==> src/design/kvf_pkg.sv <==
// shared types, constants and helper functions of the altitude and vario filter
`timescale 1ns / 1ps

package kvf_pkg;

	// largest magnitude kept by products and gains
	localparam logic [63:0] LIM62 = 64'h3FFF_FFFF_FFFF_FFFF;

	// post-multiply shift codes
	localparam logic [2:0] SH_0  = 3'd0;
	localparam logic [2:0] SH_16 = 3'd1;
	localparam logic [2:0] SH_32 = 3'd2;
	localparam logic [2:0] SH_34 = 3'd3;
	localparam logic [2:0] SH_49 = 3'd4;

	// saturation bounds
	localparam logic signed [65:0] MAX32 = 66'sd2147483647;
	localparam logic signed [65:0] MIN32 = -66'sd2147483648;
	localparam logic signed [65:0] MAX48 = 66'sd140737488355327;
	localparam logic signed [65:0] MIN48 = -66'sd140737488355328;

	typedef struct packed {
		logic               operation;
		logic signed [31:0] measured_alt;
		logic [15:0]        time_step;
	} kvf_in_t;

	typedef struct packed {
		logic signed [31:0] altitude;
		logic signed [31:0] vertical_speed;
	} kvf_out_t;

	typedef struct packed {
		logic               start;
		logic signed [63:0] a;
		logic signed [63:0] b;
		logic [2:0]         sh;
	} kvf_mul_req_t;

	typedef struct packed {
		logic               start;
		logic signed [63:0] n;
		logic signed [63:0] s;
	} kvf_div_req_t;

	typedef struct packed {
		logic               done;
		logic signed [63:0] value;
	} kvf_res_t;

	function automatic logic [6:0] shift_amount(input logic [2:0] code);
		logic [6:0] amt;
		unique case (code)
			SH_0:    amt = 7'd0;
			SH_16:   amt = 7'd16;
			SH_32:   amt = 7'd32;
			SH_34:   amt = 7'd34;
			SH_49:   amt = 7'd49;
			default: amt = 7'd0;
		endcase
		return amt;
	endfunction

	function automatic logic [63:0] mag(input logic signed [63:0] v);
		return v[63] ? 64'(-v) : 64'(v);
	endfunction

	function automatic logic signed [31:0] sat32(input logic signed [65:0] v);
		logic signed [31:0] r;
		if (v > MAX32) begin
			r = 32'sh7FFF_FFFF;
		end else if (v < MIN32) begin
			r = 32'sh8000_0000;
		end else begin
			r = $signed(v[31:0]);
		end
		return r;
	endfunction

	function automatic logic signed [47:0] sat48(input logic signed [65:0] v);
		logic signed [47:0] r;
		if (v > MAX48) begin
			r = 48'sh7FFF_FFFF_FFFF;
		end else if (v < MIN48) begin
			r = 48'sh8000_0000_0000;
		end else begin
			r = $signed(v[47:0]);
		end
		return r;
	endfunction

endpackage

==> src/design/kvf_div.sv <==
// bit-serial gain divider, 32 fraction bits, truncated and saturated
`timescale 1ns / 1ps

module kvf_div import kvf_pkg::*; (
	input  logic         clk,
	input  logic         arst_n,
	input  kvf_div_req_t req,
	output kvf_res_t     res
);

	localparam logic [5:0] LAST_BIT = 6'd61;

	logic               busy_q;
	logic               done_q;
	logic               neg_q;
	logic [5:0]         cnt_q;
	logic [48:0]        us_q;
	logic [48:0]        rem_q;
	logic [61:0]        dsh_q;
	logic [61:0]        quo_q;
	logic signed [63:0] val_q;

	logic [63:0] un_full;
	logic [47:0] un_in;
	logic [48:0] us_in;
	logic        sat_in;
	logic [49:0] trial;
	logic        ge;
	logic [48:0] rem_n;
	logic [61:0] quo_n;
	logic [63:0] quo_ext;

	// integer part at or above 2^30 saturates
	always_comb begin
		un_full = mag(req.n);
		un_in   = un_full[47:0];
		us_in   = req.s[48:0];
		sat_in  = {31'b0, un_in} >= {us_in, 30'b0};
	end

	// one restoring step per cycle
	always_comb begin
		trial   = {rem_q, dsh_q[61]};
		ge      = trial >= {1'b0, us_q};
		rem_n   = ge ? 49'(trial - {1'b0, us_q}) : trial[48:0];
		quo_n   = {quo_q[60:0], ge};
		quo_ext = {2'b00, quo_n};
	end

	always_ff @(posedge clk or negedge arst_n) begin
		if (!arst_n) begin
			busy_q <= 1'b0;
			done_q <= 1'b0;
			cnt_q  <= '0;
		end else begin
			done_q <= 1'b0;
			if (req.start) begin
				neg_q <= req.n[63];
				if (sat_in) begin
					val_q  <= req.n[63] ? -$signed(LIM62) : $signed(LIM62);
					done_q <= 1'b1;
				end else begin
					us_q   <= us_in;
					rem_q  <= {31'b0, un_in[47:30]};
					dsh_q  <= {un_in[29:0], 32'b0};
					quo_q  <= '0;
					cnt_q  <= '0;
					busy_q <= 1'b1;
				end
			end else if (busy_q) begin
				rem_q <= rem_n;
				quo_q <= quo_n;
				dsh_q <= {dsh_q[60:0], 1'b0};
				cnt_q <= cnt_q + 6'd1;
				if (cnt_q == LAST_BIT) begin
					val_q  <= neg_q ? -$signed(quo_ext) : $signed(quo_ext);
					done_q <= 1'b1;
					busy_q <= 1'b0;
				end
			end
		end
	end

	assign res.done  = done_q;
	assign res.value = val_q;

endmodule

==> config.mk <==
export PLATFORM = sky130hd
export DESIGN_NAME = kvf_div
export DESIGN_NICKNAME = d
export VERILOG_FILES = /design/src/design/kvf_pkg.sv /design/src/design/kvf_div.sv
export SDC_FILE = /design/constraint.sdc
export NUM_CORES = 1
export LEC_CHECK = 0
export BUFFER_PORTS_ARGS = -buffer_cell sky130_fd_sc_hd__clkbuf_2
export CORE_MARGIN = 3
export CORE_UTILIZATION = 38
export CTS_CLUSTER_SIZE = 30
export DETAILED_ROUTE_END_ITERATION = 12
export GPL_ROUTABILITY_DRIVEN = 0
export PLACE_DENSITY_LB_ADDON = 0.12
export REMOVE_ABC_BUFFERS = 1
export SYNTH_ARGS = -nofsm -noshare
export SYNTH_HDL_FRONTEND = slang
export SYNTH_SLANG_ARGS = --single-unit
export TNS_END_PERCENT = 30
==> constraint.sdc <==
create_clock -name clk -period 5.19 [get_ports clk]
set_input_delay 0.7785 -clock clk [delete_from_list [all_inputs] [get_ports clk]]
set_output_delay 0.7785 -clock clk [all_outputs]
set_load 0.02 [all_outputs]
==> results of run 1 <==
-- cell usage after synthesis (22+ instances only) --
cell type,instances,area share (%)
edfxtp_1,254,45
nand2_1,169,3.7
a21oi_1,130,3.8
nor2_1,120,2.6
inv_1,89,2.0
o21ai_0,84,2.5
clkbuf_1,77,1.7
ha_1,72,5.3
xor2_1,69,3.6
nor2b_1,67,2.5
xnor2_1,52,2.7
nor3_1,44,1.3
o31ai_1,41,1.8
nand3_1,39,1.1
nor4_1,34,1.2
a21boi_0,28,1.2
a21o_1,27,1.2
nand4_1,26,0.96
a31oi_1,25,0.92
or3_1,22,0.81
-- per-stage QoR --
step                instances  hold WS [ps]
floorplan                1653           483
CTS                      2584          31.5
global placement         2528           548
global route             2584          49.8
detailed placement       2528           559
finish                   2584          60.5
-- kinds of logic after synthesis --
| family | share of synthesized area [%] |
|---|---|
| XOR/XNOR | 6.23 |
| multiplexers | 1.14 |
| adder cells (fa/ha/maj) | 5.41 |
| buffers and inverters | 4.45 |
| flip-flops | 46.0 |
| AND/OR/NAND/NOR | 17.9 |
| AO/OA/AOI/OAI | 18.8 |
-- worst max-delay path: cells and delay by family --
family                     cells  cell delay, ps
AOI/OAI and AO/OA              3             560
adders and majority gates      1             280
buffers and inverters          3             470
muxes                          1             300
xor gates and xnor gates       1             120
and+or+nand+nor               11            2580
-- final cells by class --
| class | instances | area (um^2) | share of cell area [%] |
|---|---|---|---|
| Clock buffer | 35 | 791 | 3.91 |
| Multi-Input combinational cell | 1300 | 8470 | 41.9 |
| Sequential cell | 262 | 7830 | 38.7 |
| Clock inverter | 21 | 226 | 1.12 |
| Timing Repair Buffer | 290 | 1840 | 9.10 |
| Tap cell | 585 | 732 | 3.62 |
| Inverter | 91 | 342 | 1.69 |
-- power groups by stage --
stage               clock network [mW]  registers (mW)  logic [mW]
finish                            2.21            2.62        1.83
global route                      2.37            2.64        2.05
CTS                               2.28            2.62        1.83
detailed placement                   0            2.66        1.82
global placement                     0            2.66        1.81
floorplan                            0            2.65        1.23
-- flip-flops by register name, indices dropped and copies added (netlist names) --
signal  flops
busy_q      1
cnt_q       6
done_q      1
dsh_q      30
neg_q       1
quo_q      61
rem_q      49
us_q       49
val_q      64
-- timing repair --
action | in CTS | in global routing
gates resized for setup | 0 | 5
endpoints found under the setup margin | 0 | 196
endpoints found under the hold margin | 0 | 0
-- worst max-delay path by stage --
stage	slack [ps]	end
global route	3	rem_q[25]
detailed placement	-430	val_q[0]
finish	360	rem_q[18]
floorplan	-3240	val_q[60]
global placement	-380	val_q[0]
CTS	160	val_q[0]
-- per-layer routing --
| metal | global-route usage, % | part of all wire, % | routed length [um] |
|---|---|---|---|
| met1 | 27.7 | 49 | 22300 |
| met5 | 0 | 0 | 0 |
| met3 | 2.27 | 4.3 | 1980 |
| met2 | 30.5 | 45 | 20600 |
| met4 | 4.46 | 2.0 | 937 |
==> flow_summary_export.csv, run 1 <==
group,metric,value,unit
die,num_rows,76,
power_and_ir_drop,pwr-share-comb,27.5,%
cells_and_area,fin_util,46.4,%
sta,finClkSkew,10.1,ps
die,initial_core_util,39.0,%
sta,maxSlewViolCount,0,
flow_run,max_cap_viol_count,0,
drt,ant_nets,0,
power_and_ir_drop,p_sw,2.11,mW
placed_design,dp_hpwl,33.2,mm
setup_path,cp_slowest_cell,"or4_1",
placed_design,io_buffers,165,
cts,clkLatencyLatePin,590,ps
yosys,avgSynthCellArea,9.70,um^2
cts,cts_made_buffers,31,
setup_path,ff2ff_path_depth,18,
cts,hold_buffers,0,
drt,vias,14100,
sta,period_share,93.0,%
placed_design,place_ws,-430,ps
yosys,yosysUniqueCellTypes,79,
sta,tns,0,ps
setup_path,criticalPathCategory,"in2reg",
yosys,seq_area_frac_synth,46.0,%
cts,clock-root-buffer,"clkbuf_16",
cells_and_area,nNetsFinal,2180,
die,core_area,43600,um^2
cts,htree_levels,1,
cells_and_area,fin_area,20200,um^2
power_and_ir_drop,seq_power_share,39.3,%
drt,viasPerCell,5.46,
status,status,"complete, no violations",
sta,slew_headroom,33.3,%
yosys,synthFlopType,"edfxtp_1",
cts,cts_buffer_depth,3,
drt,dr.pass1.iters,5,
yosys,synthArstFlopShare,3.05,%
setup_path,crit_chain,"clkbuf_2 -> nor3_1 -> buf_4 -> and4_1 -> nand3_2 -> or3_1 -> or4_1 -> o21ai_0 -> xnor2_1 -> ha_1 -> nand4_1 -> nor2_1 -> and3_1 -> nand4_1 -> a211oi_1 -> and4_1 -> a32oi_2 -> mux2_4 -> and2_4 -> buf_16",
power_and_ir_drop,p_per_area,329,nW/um^2
setup_path,max_stage_delay,550,ps
sta,finalSetupViolations,0,
setup_path,r2r_setup_slack,420,ps
yosys,synth_edf_count,254,
setup_path,r2r_end,"val_q[60]",
power_and_ir_drop,p_int,4.54,mW
power_and_ir_drop,peakVddDrop,274,uV
setup_path,critPathRequiredTime,5490,ps
global_route,grt_max_degree,102,
drt,wirelength,45.9,mm
global_route,grt_pass1_vias,13700,
cts,cts.sinks,262,
die,die_w,218,um
cts,post_cts_buffers,0,
die,die_h,218,um
setup_path,r2r_start,"rem_q[4]",
drt,drt_iter0_drc,842,
yosys,yosysWarningCount,0,
drt,wl_per_cell,17.8,um
cells_and_area,n_fill_cell,4194,
setup_path,arrival,5130,ps
sta,fmax,0.207,GHz
cts,cts_tree,"built",
power_and_ir_drop,p_leak,7.95,nW
setup_path,cp-start-kind,"primary input",
placed_design,dpl-instance-area,19200,um^2
drt,drc,0,
setup_path,crit_start,"req[79]",
cells_and_area,mostFrequentLayoutCells,"254 x edfxtp_1, 168 x nand2_1, 164 x clkbuf_2",
die,dieArea,47400,um^2
setup_path,cp_max_fo,51,
yosys,ys_ff_latch,262,
cells_and_area,antenna_cells,0,
worst_hold_path,hp-class,"in2async",
global_route,grt_pass1_wl,73.9,mm
global_route,grt.total_usage,19.1,%
sta,grt_setup_unrepaired,"no",
cts,clk_pin_slew_worst_paths,60,ps
power_and_ir_drop,clkPwrFrac,33.1,%
cells_and_area,layout_commonest_cell,"edfxtp_1",
setup_path,setup.worst_path.end_class,"flop",
sta,worst_slack,361,ps
sta,tightest_slew,1000,ps
cells_and_area,area_delta_synth_final,18.9,%
yosys,syn_area,17000,um^2
die,top_level_ports,196,
sta,period_minus_slack,4830,ps
power_and_ir_drop,swShare,31.8,%
yosys,synth_cells,1754,
global_route,antenna_found_initial,0,
sta,finalHoldViolCount,0,
cells_and_area,drive_gt1_share,19.0,%
global_route,globalRouteOverflowTotal,0,
power_and_ir_drop,p_total,6.66,mW
Power figures use the tool's default switching activity.
==> inputs of run 2 (changes only) <==
--- a/config.mk
+++ b/config.mk
@@ -6,6 +6,7 @@
 export NUM_CORES = 1
 export LEC_CHECK = 0
 export BUFFER_PORTS_ARGS = -buffer_cell sky130_fd_sc_hd__clkbuf_2
+export CORE_ASPECT_RATIO = 0.9
 export CORE_MARGIN = 3
 export CORE_UTILIZATION = 38
 export CTS_CLUSTER_SIZE = 30
==> run 2 against run 1 <==
Compared with the run above:
- sequential share of layout area is essentially flat
- critical path type unchanged
- global-route usage grew 0.33 points
- register-to-register slack improved by 40 ps
- count of clock-buffer cells in the layout is 5 higher
- sequential power about the same
- routed wire length is 2.4% higher
- clock power fell by 8%
- maximum frequency down 1.7%
==> flow_summary_export.csv, run 2 (synthesis gave the netlist of run 1 again) <==
group,metric,value,unit
setup_path,criticalPathCategory,"in2reg",
power_and_ir_drop,pwr-share-comb,28.2,%
global_route,globalRouteOverflowTotal,0,
setup_path,r2r_start,"rem_q[4]",
cts,htree_levels,1,
sta,fmax,0.204,GHz
cells_and_area,top_regs,"val_q (64), quo_q (61)",
setup_path,setup.worst_path.end_class,"flop",
cts,cts_tree,"built",
power_and_ir_drop,seq_power_share,40.4,%
sta,period_minus_slack,4910,ps
flow_run,max_cap_viol_count,0,
cells_and_area,layout_commonest_cell,"edfxtp_1",
cts,post_cts_buffers,0,
placed_design,io_buffers,165,
setup_path,r2r_end,"val_q[60]",
sta,finalHoldViolCount,0,
cts,post_cts_resized,0,
power_and_ir_drop,p_total,6.49,mW
cts,clkLatencyLatePin,580,ps
cells_and_area,largest-register,"val_q",
power_and_ir_drop,clkPwrFrac,31.4,%
cells_and_area,area_delta_synth_final,18.8,%
die,core_area,43600,um^2
cts,cts_buffer_depth,3,
die,num_rows,72,
die,die_h,207,um
placed_design,dp_hpwl,34.1,mm
cells_and_area,drive_gt1_share,19.0,%
global_route,grt_pass1_vias,13700,
drt,drc,0,
sta,finClkSkew,15.5,ps
setup_path,critPathRequiredTime,5470,ps
sta,maxSlewViolCount,0,
global_route,grt.total_usage,19.4,%
die,dieArea,47400,um^2
drt,wirelength,47.0,mm
sta,tns,0,ps
drt,wl_per_cell,18.1,um
cells_and_area,largest_reg_flops,64,
cells_and_area,nNetsFinal,2183,
global_route,grt_max_degree,88,
cells_and_area,n_fill_cell,4253,
global_route,grt_pass1_wl,74.7,mm
die,initial_core_util,39.0,%
power_and_ir_drop,peakVddDrop,233,uV
global_route,antenna_found_initial,0,
drt,ant_nets,0,
power_and_ir_drop,p_leak,7.93,nW
cts,hold_buffers,0,
sta,grt_setup_unrepaired,"no",
cts,cts_made_buffers,31,
setup_path,ff2ff_path_depth,18,
power_and_ir_drop,p_int,4.39,mW
cts,clk_pin_slew_worst_paths,60,ps
drt,vias,14100,
cts,cts.sinks,262,
power_and_ir_drop,p_sw,2.10,mW
drt,drt_iter0_drc,988,
cells_and_area,mostFrequentLayoutCells,"254 x edfxtp_1, 168 x nand2_1, 164 x clkbuf_2",
power_and_ir_drop,p_per_area,321,nW/um^2
cts,clock-root-buffer,"clkbuf_16",
setup_path,r2r_setup_slack,460,ps
sta,slew_headroom,35.5,%
die,top_level_ports,196,
sta,tightest_slew,968,ps
power_and_ir_drop,swShare,32.3,%
drt,dr.pass1.iters,5,
cells_and_area,antenna_cells,0,
setup_path,cp_max_fo,17,
drt,viasPerCell,5.45,
die,die_w,229,um
sta,finalSetupViolations,0,
worst_hold_path,hp-class,"in2async",
status,status,"complete, no violations",
setup_path,arrival,5190,ps
setup_path,cp-start-kind,"primary input",
sta,period_share,94.7,%
[run 2: changes by cell type in the layout (fill, tap and decap cells not counted), sizes merged]
cell / previous run / this run
buf: 126 / 129
bufinv: 4 / 1
clkbuf: 199 / 204
clkinv: 14 / 12
clkinvlp: 1 / 2
inv: 93 / 92
[run 2: layout make-up]
class                      instances  area, um^2  share of cell area [%]
timing repair buffer             293        1900                    9.38
tap                              592         741                    3.66
clock buffer                      40         810                    4.00
clock inverter                    16         116                   0.576
inverter                          91         342                    1.69
sequential                       262        7830                    38.7
multi-input combinational       1300        8480                    42.0
[run 2: worst max-delay path by stage]
stage | slack, ps | cells after the start | from | endpoint
CTS | 80 | 21 | req[65] | val_q[25]
floorplan | -3240 | 19 | us_q[0] | val_q[60]
finish | 280 | 21 | req[65] | val_q[59]
global route | 40 | 18 | req[69] | rem_q[18]
global placement | -400 | 21 | req[65] | val_q[24]
detailed placement | -490 | 21 | req[65] | val_q[25]
[run 2: routing by layer]
| metal | global-route usage (%) | up-vias | wire length, um |
|---|---|---|---|
| li1 | - | 6992 | - |
| met1 | 28.9 | 6760 | 23400 |
| met2 | 30.4 | 335 | 20400 |
| met3 | 2.48 | 59 | 2160 |
| met4 | 4.05 | 0 | 932 |
| met5 | 0 | - | 0 |
[run 2: power by group through the flow]
stage	logic, mW	clock network [mW]	registers, mW
CTS	1.83	2.10	2.62
floorplan	1.23	0	2.65
detailed placement	1.82	0	2.66
finish	1.83	2.03	2.62
global route	2.04	2.18	2.64
global placement	1.81	0	2.66
[run 2: stage by stage]
| step | setup WS (ps) | util, % | instance area [um^2] | hold WS, ps | std cells |
|---|---|---|---|---|---|
| finish | 277 | 46.4 | 20200 | 83.0 | 2594 |
| global route | 36.7 | 46.4 | 20200 | 70.4 | 2594 |
| CTS | 84.2 | 46.3 | 20200 | 58.9 | 2594 |
| detailed placement | -495 | 44.2 | 19300 | 549 | 2538 |
| global placement | -404 | 44.2 | 19300 | 544 | 2538 |
| floorplan | -3240 | - | 16600 | 483 | 1653 |
[run 2: critical path, stage by stage]
cell and delay [ps]:
clkbuf_2 90, or3_1 400, nor3_2 140, buf_4 140
nand3_2 80, or3_1 360, or4_1 580, o41ai_2 270
xnor2_1 140, ha_1 320, nand3_1 100, nor4_2 150
and3_1 180, nand4_1 170, a211oi_2 190, and4_1 230
a32oi_2 140, o21ai_1 170, and2_2 210, buf_12 160
buf_12 160
==> inputs of run 3 (changes only) <==
--- a/config.mk
+++ b/config.mk
@@ -5,10 +5,12 @@
 export SDC_FILE = /design/constraint.sdc
 export NUM_CORES = 1
 export LEC_CHECK = 0
+export ABC_AREA = 1
 export BUFFER_PORTS_ARGS = -buffer_cell sky130_fd_sc_hd__clkbuf_2
 export CORE_ASPECT_RATIO = 0.9
 export CORE_MARGIN = 3
 export CORE_UTILIZATION = 38
+export CTS_CLUSTER_DIAMETER = 100
 export CTS_CLUSTER_SIZE = 30
 export DETAILED_ROUTE_END_ITERATION = 12
 export GPL_ROUTABILITY_DRIVEN = 0
==> run 3 against run 2 <==
Compared with the run above:
- clock power shrank 32%
- sequential share of layout area grew 1.3 points
- synthesized cell count grew 26%
- final area shrank 3.3%
- first-iteration DRC count grew 22%
- setup slack gained 260 ps
- total power shrank 14%
- final cell count grew 14%
- sequential cell count is the same
- clock skew grew 13 ps
- area after synthesis grew 2.5%
- critical endpoint is now val_q[0]
- largest power group unchanged
- highest routed layer unchanged
==> flow_summary_export.csv, run 3 <==
group,metric,value,unit
cts,cts.sinks,262,
setup_path,critPathRequiredTime,5370,ps
global_route,grt_max_degree,65,
drt,ant_nets,0,
power_and_ir_drop,seq_power_share,46.7,%
sta,finClkSkew,28.2,ps
setup_path,path_common_cell,"nor2_1",
sta,tightest_slew,1110,ps
global_route,grt_pass1_wl,80.2,mm
placed_design,io_buffers,165,
drt,dr.pass1.iters,5,
global_route,met3_usage,1.69,%
sta,slew_headroom,26.0,%
cts,clkLatencyLatePin,520,ps
cells_and_area,antenna_cells,0,
die,core_area,44800,um^2
cells_and_area,nNetsFinal,2555,
global_route,grt_use_met2,31.0,%
sta,period_share,89.6,%
drt,wl_per_cell,17.1,um
yosys,synthFlopType,"edfxtp_1",
setup_path,arrival,4830,ps
yosys,seq_area_frac_synth,44.9,%
cts,htree_levels,1,
yosys,synthDominantCellAreaShare,43.7,%
drt,drt_iter0_drc,1203,
cells_and_area,top_regs,"val_q (64), quo_q (61)",
sta,finalHoldViolCount,0,
global_route,global_route.usage.met1,32.6,%
cts,cts_buffer_depth,3,
cts,clk_pin_slew_worst_paths,110,ps
yosys,synthTopCellsByCount,"476 x nand2_1, 337 x nor2_1, 288 x inv_1",
sta,grt_setup_unrepaired,"no",
power_and_ir_drop,clkPwrFrac,24.9,%
global_route,top_usage_layer,"met1",
drt,viasPerCell,5.19,
flow_run,max_cap_viol_count,0,
sta,finalSetupViolations,0,
power_and_ir_drop,swShare,35.1,%
global_route,globalRouteOverflowTotal,0,
power_and_ir_drop,p_leak,8.52,nW
cells_and_area,drive_gt1_share,11.2,%
setup_path,cp-start-kind,"primary input",
cells_and_area,largest_reg_flops,64,
cts,clock-root-buffer,"clkbuf_16",
yosys,synth_cells,2203,
cts,cts_tree,"built",
placed_design,dpl-instance-area,19000,um^2
cells_and_area,fin_area,19500,um^2
yosys,synth.most_common_cell,"nand2_1",
yosys,yosysWarningCount,0,
yosys,synth_edf_count,254,
cts,post_cts_buffers,0,
yosys,syn_area,17400,um^2
setup_path,criticalPathCategory,"in2reg",
die,dieArea,48500,um^2
power_and_ir_drop,p_int,3.61,mW
global_route,grt_pass1_vias,14500,
cells_and_area,mostFrequentLayoutCells,"475 x nand2_1, 336 x nor2_1, 287 x inv_1",
cells_and_area,n_fill_cell,4586,
cells_and_area,largest-register,"val_q",
sta,maxSlewViolCount,0,
yosys,synthArstFlopShare,3.05,%
die,die_w,232,um
drt,wirelength,50.6,mm
die,num_rows,73,
yosys,avgSynthCellArea,7.91,um^2
drt,drc,0,
power_and_ir_drop,p_total,5.57,mW
setup_path,cp_max_fo,64,
cts,post_cts_resized,0,
setup_path,max_stage_delay,320,ps
die,initial_core_util,39.0,%
setup_path,setup.worst_path.end_class,"flop",
power_and_ir_drop,pwr-share-comb,28.4,%
placed_design,dp_hpwl,39.2,mm
power_and_ir_drop,p_per_area,285,nW/um^2
status,status,"complete, no violations",
worst_hold_path,hp-class,"in2async",
sta,period_minus_slack,4650,ps
cts,cts_made_buffers,15,
cells_and_area,area_delta_synth_final,12.1,%
sta,fmax,0.215,GHz
power_and_ir_drop,p_sw,1.95,mW
global_route,grt.total_usage,20.6,%
setup_path,cp_slowest_cell,"ha_1",
cells_and_area,layout_commonest_cell,"nand2_1",
yosys,synth_area_leaders,"edfxtp_1 44%, nand2_1 10%, nor2_1 7.3%, inv_1 6.2%, ha_1 5.2%",
drt,vias,15300,
global_route,antenna_found_initial,1,
die,die_h,209,um
cts,hold_buffers,0,
yosys,yosysUniqueCellTypes,53,
power_and_ir_drop,peakVddDrop,196,uV
yosys,ys_ff_latch,262,
die,top_level_ports,196,
yosys,yosysTopAreaCell,"edfxtp_1",
## run 3: final cells by class
class	instances	area, um^2	area share, %
clock buffers	15	375	1.92
clock inverters	10	128	0.653
inverters	301	1130	5.79
multi-input cells	1587	8280	42.3
flip-flops and latches	262	7830	40.0
well taps	600	751	3.84
repair buffers	184	1060	5.41
## run 3: kinds of logic after synthesis
logic type                 count (synthesis)  synth area share (%)
AOI/OAI and AO/OA                        352                  11.2
xor gates and xnor gates                  94                  4.72
adders and majority gates                 73                  5.28
buffers and inverters                    354                  7.83
DFF                                      262                  44.9
and+or+nand+nor                         1068                  26.0
## run 3: critical path, delay by kind of cell
family | cells | cell delay (ps)
simple gates | 18 | 2280
compound gates | 3 | 480
xor+xnor | 1 | 190
buf+inv | 3 | 490
fa+ha+maj | 2 | 520
## run 3: path summary, 6_finish.rpt
check | startpoint | to | slack (ps) | cells past startpoint
max in group asynchronous | arst_n | cnt_q[2] | 4880 | 1
setup reg to reg | rem_q[4] | val_q[54] | 700 | 23
hold / removal | arst_n | cnt_q[1] | 110 | 1
setup / recovery | req[64] | val_q[0] | 540 | 27
hold reg to reg | dsh_q[39] | dsh_q[40] | 540 | 2
min in group clk | req[27] | us_q[27] | 450 | 1
## run 3: per-layer routing
metal  vias to the layer above  routed length (um)  part of all wire, %
li1                       7663                   -                    -
met1                      7177               25600                   51
met2                       472               21300                   42
met3                        31                2990                  5.9
met4                         0                 720                  1.4
met5                         -                   0                    0
## run 3: power groups by stage
stage	Combinational [mW]	Clock [mW]	Sequential [mW]
finish	1.58	1.39	2.60
CTS	1.57	1.44	2.60
floorplan	1.07	0	2.64
global route	1.79	1.50	2.62
global placement	1.56	0	2.64
detailed placement	1.56	0	2.64
## run 3: per-stage QoR
stage	worst slack (ps)	std cells	hold WS, ps	setup TNS [ps]	utilization [%]
finish	542	2959	112	0	43.7
global route	37.1	2959	93.7	0	43.7
CTS	558	2959	96.4	0	43.7
detailed placement	16.8	2934	515	0	42.6
global placement	105	2934	508	0	42.6
floorplan	-5490	2150	479	-915650	-
